**src/sv/bcdtod_pkg.sv**
```systemverilog
`timescale 1ns / 1ps
// ---------------------------------------------------------------------------
// bcdtod_pkg
// Shared types, constants and BCD helper functions for the time-of-day clock.
// ---------------------------------------------------------------------------
package bcdtod_pkg;

	localparam int TpsW = 30;
	localparam int CptW = 20;
	localparam int AccW = 32;

	localparam logic [TpsW-1:0] TPS_RESET = 30'd20000000;
	localparam logic [CptW-1:0] CPT_RESET = 20'd4096;

	localparam logic [7:0] HOURS_WRAP  = 8'h24;
	localparam logic [7:0] MINSEC_WRAP = 8'h60;

	// input item kinds
	localparam logic KIND_TICK = 1'b0;
	localparam logic KIND_SET  = 1'b1;

	// configuration register indexes
	localparam logic REG_TPS = 1'b0;
	localparam logic REG_CPT = 1'b1;

	typedef struct packed {
		logic       kind;
		logic [7:0] set_hours;
		logic [7:0] set_minutes;
		logic [7:0] set_seconds;
	} item_t;

	typedef struct packed {
		logic [5:0] hours_bcd;
		logic [6:0] minutes_bcd;
		logic [6:0] seconds_bcd;
		logic       second_elapsed;
		logic       set_rejected;
	} result_t;

	typedef struct packed {
		logic            index;
		logic [TpsW-1:0] value;
	} cfg_wr_t;

	typedef struct packed {
		logic [TpsW-1:0] ticks_per_second;
		logic [CptW-1:0] counts_per_tick;
	} cfg_t;

	// two-digit bcd increment with wrap to zero
	function automatic logic [7:0] bcd_inc(input logic [7:0] v, input logic [7:0] wrap);
		logic [7:0] x;
		x = v + 8'd1;
		if (x[3:0] >= 4'd10) begin
			x = x + 8'd6;
		end
		if (x >= wrap) begin
			x = 8'd0;
		end
		return x;
	endfunction

	function automatic logic bcd_ok(input logic [7:0] v, input logic [7:0] wrap);
		return (v[3:0] <= 4'd9) && (v[7:4] <= 4'd9) && (v < wrap);
	endfunction

endpackage

```
**src/sv/bcdtod_chan_if.sv**
```systemverilog
`timescale 1ns / 1ps
// ---------------------------------------------------------------------------
// bcdtod_chan_if
// Valid/ready channel carrying one payload per beat.
// ---------------------------------------------------------------------------
interface bcdtod_chan_if #(parameter type payload_t = logic);
	logic     valid;
	logic     ready;
	payload_t data;

	modport source (output valid, output data, input ready);
	modport sink (input valid, input data, output ready);
endinterface

```
**src/sv/bcdtod_cfg_regs.sv**
```systemverilog
`timescale 1ns / 1ps
// ---------------------------------------------------------------------------
// bcdtod_cfg_regs
// Configuration register file: ticks per second and counts per tick.
// ---------------------------------------------------------------------------
module bcdtod_cfg_regs
	import bcdtod_pkg::*;
(
	input  logic    clk,
	input  logic    arst_n,
	input  logic    wr_en,
	input  cfg_wr_t wr,
	output cfg_t    cfg
);

	logic [TpsW-1:0] tps_q;
	logic [CptW-1:0] cpt_q;

	always_ff @(posedge clk or negedge arst_n) begin
		if (!arst_n) begin
			tps_q <= TPS_RESET;
			cpt_q <= CPT_RESET;
		end else if (wr_en) begin
			unique case (wr.index)
				REG_TPS: tps_q <= wr.value;
				REG_CPT: cpt_q <= wr.value[CptW-1:0];
				default: ;
			endcase
		end
	end

	assign cfg.ticks_per_second = tps_q;
	assign cfg.counts_per_tick  = cpt_q;

endmodule

```
**src/sv/bcdtod_time_core.sv**
```systemverilog
`timescale 1ns / 1ps
// ---------------------------------------------------------------------------
// bcdtod_time_core
// Accumulator, second threshold and bcd time state; next-state and result.
// ---------------------------------------------------------------------------
module bcdtod_time_core
	import bcdtod_pkg::*;
(
	input  logic    clk,
	input  logic    arst_n,
	input  logic    step,
	input  item_t   item,
	input  cfg_t    cfg,
	output result_t res
);

	logic [AccW-1:0] acc_q;
	logic [AccW-1:0] thr_q;
	logic [5:0]      hours_q;
	logic [6:0]      minutes_q;
	logic [6:0]      seconds_q;

	logic [AccW-1:0] acc_d;
	logic [AccW-1:0] thr_d;
	logic [7:0]      hours_d;
	logic [7:0]      minutes_d;
	logic [7:0]      seconds_d;
	logic            hit;
	logic            set_ok;
	logic [7:0]      sec_inc;
	logic [7:0]      min_inc;
	logic [7:0]      hr_inc;

	always_comb begin
		hit     = (acc_q >= thr_q);
		set_ok  = bcd_ok(item.set_hours, HOURS_WRAP) && bcd_ok(item.set_minutes, MINSEC_WRAP)
			&& bcd_ok(item.set_seconds, MINSEC_WRAP);
		sec_inc = bcd_inc({1'b0, seconds_q}, MINSEC_WRAP);
		min_inc = bcd_inc({1'b0, minutes_q}, MINSEC_WRAP);
		hr_inc  = bcd_inc({2'b0, hours_q}, HOURS_WRAP);

		acc_d     = acc_q;
		thr_d     = thr_q;
		hours_d   = {2'b0, hours_q};
		minutes_d = {1'b0, minutes_q};
		seconds_d = {1'b0, seconds_q};
		res.second_elapsed = 1'b0;
		res.set_rejected   = 1'b0;

		unique case (item.kind)
			KIND_TICK: begin
				if (hit) begin
					thr_d = thr_q + {{(AccW-TpsW){1'b0}}, cfg.ticks_per_second} - acc_q;
					res.second_elapsed = 1'b1;
					seconds_d = sec_inc;
					if (sec_inc == 8'd0) begin
						minutes_d = min_inc;
						if (min_inc == 8'd0) begin
							hours_d = hr_inc;
						end
					end
				end
				acc_d = (hit ? '0 : acc_q) + {{(AccW-CptW){1'b0}}, cfg.counts_per_tick};
			end
			KIND_SET: begin
				if (set_ok) begin
					hours_d   = item.set_hours;
					minutes_d = item.set_minutes;
					seconds_d = item.set_seconds;
					acc_d     = '0;
					thr_d     = {{(AccW-TpsW){1'b0}}, cfg.ticks_per_second};
				end else begin
					res.set_rejected = 1'b1;
				end
			end
			default: ;
		endcase

		res.hours_bcd   = hours_d[5:0];
		res.minutes_bcd = minutes_d[6:0];
		res.seconds_bcd = seconds_d[6:0];
	end

	always_ff @(posedge clk or negedge arst_n) begin
		if (!arst_n) begin
			acc_q     <= '0;
			thr_q     <= {{(AccW-TpsW){1'b0}}, TPS_RESET};
			hours_q   <= '0;
			minutes_q <= '0;
			seconds_q <= '0;
		end else if (step) begin
			acc_q     <= acc_d;
			thr_q     <= thr_d;
			hours_q   <= hours_d[5:0];
			minutes_q <= minutes_d[6:0];
			seconds_q <= seconds_d[6:0];
		end
	end

endmodule

```
**src/sv/bcd_time_of_day_clock.sv**
```systemverilog
`timescale 1ns / 1ps
// ---------------------------------------------------------------------------
// bcd_time_of_day_clock
// 24-hour bcd real-time clock advanced by tick beats, loadable by set beats.
// ---------------------------------------------------------------------------
//  channel     dir  payload                                   role
//  item_in     in   kind, set_hours, set_minutes, set_seconds tick or set time
//  result_out  out  hours/minutes/seconds_bcd, flags          one per item
//  cfg_wr      in   index, value                              register write
//
//  one item per cycle sustained while results are taken; an item is held in the
//  input register until it advances; its result then enters the output register
//  the whole update (32-bit compare, threshold reload, bcd carry) is one
//  combinational pass between the input and output registers
//  reset: time 00:00:00, accumulator 0, threshold and registers at defaults
//  a stalled result holds the output register; the input register still
//  drains into it as soon as it is taken, so ready drops only when both full
// ---------------------------------------------------------------------------
module bcd_time_of_day_clock
	import bcdtod_pkg::*;
(
	input  logic                 clk,
	input  logic                 arst_n,
	bcdtod_chan_if.sink          item_in,
	bcdtod_chan_if.source        result_out,
	bcdtod_chan_if.sink          cfg_wr
);

	// input register
	logic    valid_s1;
	item_t   item_s1;
	// output register
	logic    out_valid_q;
	result_t res_q;

	cfg_t    cfg;
	result_t core_res;
	logic    in_fire;
	logic    advance;

	// item moves from the input register to the output register
	assign advance = valid_s1 && (!out_valid_q || result_out.ready);
	assign item_in.ready = !valid_s1 || advance;
	assign in_fire = item_in.valid && item_in.ready;

	// registers are always writable
	assign cfg_wr.ready = 1'b1;

	bcdtod_cfg_regs u_cfg (
		.clk    (clk),
		.arst_n (arst_n),
		.wr_en  (cfg_wr.valid),
		.wr     (cfg_wr.data),
		.cfg    (cfg)
	);

	bcdtod_time_core u_core (
		.clk    (clk),
		.arst_n (arst_n),
		.step   (advance),
		.item   (item_s1),
		.cfg    (cfg),
		.res    (core_res)
	);

	always_ff @(posedge clk or negedge arst_n) begin
		if (!arst_n) begin
			valid_s1    <= 1'b0;
			out_valid_q <= 1'b0;
		end else begin
			valid_s1    <= in_fire || (valid_s1 && !advance);
			out_valid_q <= advance || (out_valid_q && !result_out.ready);
		end
	end

	// payload registers, no reset needed
	always_ff @(posedge clk) begin
		if (in_fire) begin
			item_s1 <= item_in.data;
		end
		if (advance) begin
			res_q <= core_res;
		end
	end

	assign result_out.valid = out_valid_q;
	assign result_out.data  = res_q;

endmodule

```
**src/flat_wrapper.sv**
```systemverilog
// flat-port wrapper written by rule: the top's interface ports become plain ports
module bcd_time_of_day_clock_flat import bcdtod_pkg::*;
  (clk, arst_n, item_in_valid, item_in_data, item_in_ready, result_out_valid, result_out_data, result_out_ready, cfg_wr_valid, cfg_wr_data, cfg_wr_ready);
  bcdtod_chan_if #(.payload_t(item_t)) item_in_i ();
  bcdtod_chan_if #(.payload_t(result_t)) result_out_i ();
  bcdtod_chan_if #(.payload_t(cfg_wr_t)) cfg_wr_i ();
  input  logic clk;
  input  logic arst_n;
  input wire logic [$bits(item_in_i.valid)-1:0] item_in_valid;
  input wire logic [$bits(item_in_i.data)-1:0] item_in_data;
  output wire logic [$bits(item_in_i.ready)-1:0] item_in_ready;
  output wire logic [$bits(result_out_i.valid)-1:0] result_out_valid;
  output wire logic [$bits(result_out_i.data)-1:0] result_out_data;
  input wire logic [$bits(result_out_i.ready)-1:0] result_out_ready;
  input wire logic [$bits(cfg_wr_i.valid)-1:0] cfg_wr_valid;
  input wire logic [$bits(cfg_wr_i.data)-1:0] cfg_wr_data;
  output wire logic [$bits(cfg_wr_i.ready)-1:0] cfg_wr_ready;
  assign item_in_i.valid = item_in_valid;
  assign item_in_i.data = item_in_data;
  assign item_in_ready = item_in_i.ready;
  assign result_out_valid = result_out_i.valid;
  assign result_out_data = result_out_i.data;
  assign result_out_i.ready = result_out_ready;
  assign cfg_wr_i.valid = cfg_wr_valid;
  assign cfg_wr_i.data = cfg_wr_data;
  assign cfg_wr_ready = cfg_wr_i.ready;
  bcd_time_of_day_clock u_core (.clk(clk), .arst_n(arst_n), .item_in(item_in_i), .result_out(result_out_i), .cfg_wr(cfg_wr_i));
endmodule
```
**config.mk**
```make
export PLATFORM = sky130hd
export DESIGN_NAME = bcd_time_of_day_clock_flat
export DESIGN_NICKNAME = d
export VERILOG_FILES = /design/src/sv/bcdtod_pkg.sv /design/src/sv/bcdtod_chan_if.sv /design/src/sv/bcdtod_cfg_regs.sv /design/src/sv/bcdtod_time_core.sv /design/src/sv/bcd_time_of_day_clock.sv /design/src/flat_wrapper.sv
export SDC_FILE = /design/constraint.sdc
export NUM_CORES = 1
export LEC_CHECK = 0
export BUFFER_PORTS_ARGS = -buffer_cell sky130_fd_sc_hd__buf_2
export CORE_ASPECT_RATIO = 0.75
export CORE_UTILIZATION = 25
export DETAILED_ROUTE_END_ITERATION = 7
export PLACE_DENSITY_LB_ADDON = 0.15
export SETUP_SLACK_MARGIN = 0.1
export SLEW_MARGIN = 40
export SYNTH_ARGS = -nofsm -noshare
export SYNTH_HDL_FRONTEND = slang
export SYNTH_SLANG_ARGS = --single-unit
```
**constraint.sdc**
```tcl
create_clock -name clk -period 6.7 [get_ports clk]
set_input_delay 0 -clock clk [delete_from_list [all_inputs] [get_ports clk]]
set_output_delay 0 -clock clk [all_outputs]
set_load 0.02 [all_outputs]
```
==> reports/qor.txt <==
Synth async-reset ratio - 74.32%
HPWL after DPL - 32.56 mm
worst flop-to-flop path endpoint - u_core.u_core.acc_q[25]
utilization after layout - 29.81%
Leak - 7.030 nW
placed cell count - 2311
CTS sink count - 183
DR iter-0 viols - 785
Area Growth Syn to Fin - 17.02%
number of global-route vias before repair - 11390
WP data required - 7.09 ns
max_cap viols - 0
Hold Path Class - primary input to asynchronous set/reset pin
final instance area - 0.01634 mm^2
cell taking the most area after synthesis - dfrtp_1
synthesized area per cell - 8.957 um^2
total gr overflow - 0
Via Count - 11720
register bit total from synthesis - 183
first-pass GRT wire length - 68.27 mm
Final #Nets - 1881
share of the synthesized area in the top cell type - 21.33%
clock-pin slew on the worst setup and hold paths - 0.08 ns
RSZ-0062 raised after global routing - no
Worst-Margin Slew - 0.8665 ns
Area after DPL - 0.01516 mm^2
Via density - 4.880
CTS resizes - 0
Slew Limit Headroom - 42.23%
core area - 0.05481 mm^2
Fin Setup TNS - 0 ns
Fillers - 5864
largest net degree at the start of global routing - 79
Seq/Total Area, Yosys - 34.63%
Area contributors post-synth - dfrtp_1 (21%), ha_1 (11%), edfxtp_1 (10%)
Clk Latency, worst-skew pair - 0.48 ns
die area - 0.05681 mm^2
run status - finished, violations left
Setup crit end kind - flop
Initial Util - 25.47%
Mapped Area - 0.01396 mm^2
CTS tree - built
number of diodes - 0
number of port buffers - 84
Die Ht - 206.7 um
failing checks - DRC
GR Util All Layers - 15.83%
FF-to-FF path depth - 18
# H-tree levels - 4
most common cell after layout, fill and taps aside - inv_1
crit start category - flop
Crit path arrival time - 5.60 ns
total CTS buffers - 17
EDFF count, synth - 47
most frequent cells in the layout - inv_1 (189), nand2_1 (149), ha_1 (123)
Slew Viols, Final - 0
drt pass-1 iters - 7
crit path kind - flop to flop
fmax - 192.1 MHz
die width - 274.9 um
Final Setup Violations - 0
synthesized net count - 1774
r2r setup slk - 1.49 ns
reg-to-reg startpoint - u_core.u_core.acc_q[26]
Final period util - 77.71%
Site Rows - 74
Setup Skew - 0.01616 ns
DR WL/cell - 18.40 um
peak supply drop - 0.2306 mV
total wire length - 44.18 mm
antenna viol nets, final - 0
final period demand of the worst path - 5.206 ns
DR DRC count - 2
routability congestion estimate - 0.8290
number of distinct library cells after synthesis - 92
prevailing post-synth register cell - dfrtp_1
# IOs - 86
crit path max fanout - 30
Critical Path Start - u_core.u_core.acc_q[26]
post-route insts no fill - 2401
layout cells sized above 1 - 12.51%
Gate Count Post-Synth - 1559
Bufs on Longest Clock Path - 2
number of synthesis warnings - 0
final hold vios - 0
PwrDens - 523.5 mW/mm^2
initial antenna violation count - 0
end of the critical path - u_core.u_core.acc_q[25]
clk root buf - clkbuf_16
## per-stage QoR
stage          hold WS [ns]  power [mW]  setup WS, ns
6_report             0.1151       8.554         1.494
5_1_grt              0.1601       9.346         1.142
4_1_cts              0.1747       8.563         1.473
3_5_place_dp         0.1297       7.394         1.497
3_3_place_gp         0.1286       7.412         1.568
2_1_floorplan       -0.2956       5.927         2.024
## cell usage after synthesis (6+ instances only)
cell type / number
xor2_1: 16
o31a_1: 9
buf_2: 12
o22ai_1: 23
nor2_1: 104
clkbuf_1: 54
nor3_1: 19
o221ai_1: 10
mux2i_1: 13
xnor2_1: 36
a221oi_1: 6
nand2_1: 149
nand3_1: 36
o31ai_1: 11
a22oi_1: 14
nor2b_1: 10
a21oi_1: 79
a211oi_1: 35
a22o_1: 9
o21a_1: 13
a21o_1: 21
o21ai_0: 100
dfstp_2: 17
a21boi_0: 9
or3_1: 13
and2_1: 6
inv_1: 189
a31oi_1: 19
edfxtp_1: 47
nand2b_1: 16
ha_1: 123
and3_1: 15
o211ai_1: 24
mux2_2: 24
fa_1: 31
nand4_1: 17
dfrtp_1: 119
## state kept, by name, indices dropped and copies added, names as in the netlist
register,cells
u_core.u_core.acc_q,32
u_core.u_core.thr_q,32
u_core.u_cfg.tps_q,30
u_core.item_s1,25
u_core.result_out.data,22
u_core.u_cfg.cpt_q,20
u_core.u_core.minutes_q,7
u_core.u_core.seconds_q,7
u_core.u_core.hours_q,6
u_core.result_out.valid,1
u_core.valid_s1,1
## kinds of logic after synthesis
kind of cell	share of synthesized area, %
buffers and inverters	7.419
adders and majority gates	15.47
xor gates and xnor gates	3.495
other	0.02686
AOI/OAI and AO/OA	21.85
muxes	2.948
DFF	34.63
and+or+nand+nor	14.16
## where the power goes
part	internal [mW]	leakage (nW)	switching, mW
logic	2.23	4.68	3.44
registers	1.46	2.06	0.345
clock network	0.505	0.289	0.567
## metal layers
layer  up-vias  wire length, um  GRT usage [%]
met4         0              561          3.867
met5         -                0              0
li1       5724                -              -
met1      5729            23420          24.03
met3        21             1930          2.788
met2       242            18270          22.86
## final cells by class
type	count	area [um^2]	share of cell area, %
clock buffers	17	425.4	2.604
clock inverters	15	167.7	1.026
inverters	190	713.2	4.365
multi-input cells	1113	8138	49.80
flip-flops and latches	183	4836	29.60
well taps	722	903.4	5.529
repair buffers	161	1156	7.076
## what timing repair did
action	4_1_cts	5_1_grt
setup buffers	0	0
hold buffers	58	0
endpoints found under the hold margin	137	0
endpoints found under the setup margin	0	0
## worst max-delay path, cell delays in order, from the launching register on
cell and delay (ns):
dfrtp_1 0.51, inv_1 0.10, ha_1 0.30, nand4_1 0.14, a211oi_1 0.24, o22ai_1 0.13
a31oi_1 0.36, a41o_1 0.23, buf_4 0.39, nor2_1 0.09, ha_1 0.36, nand4_1 0.19
a2111o_1 0.38, o22ai_1 0.20, o21ai_0 0.21, o21ai_2 0.39, or3b_2 0.49, or3_1 0.31
o21ai_0 0.08
## how the worst min path moves through the flow
stage                start                       to
floorplan           arst_n  u_core.result_out.valid
global placement    arst_n   u_core.u_cfg.tps_q[23]
detailed placement  arst_n  u_core.u_core.acc_q[25]
CTS                 arst_n          u_core.valid_s1
global route        arst_n   u_core.u_cfg.tps_q[23]
finish              arst_n   u_core.u_cfg.tps_q[23]
Power figures use the tool's default switching activity.
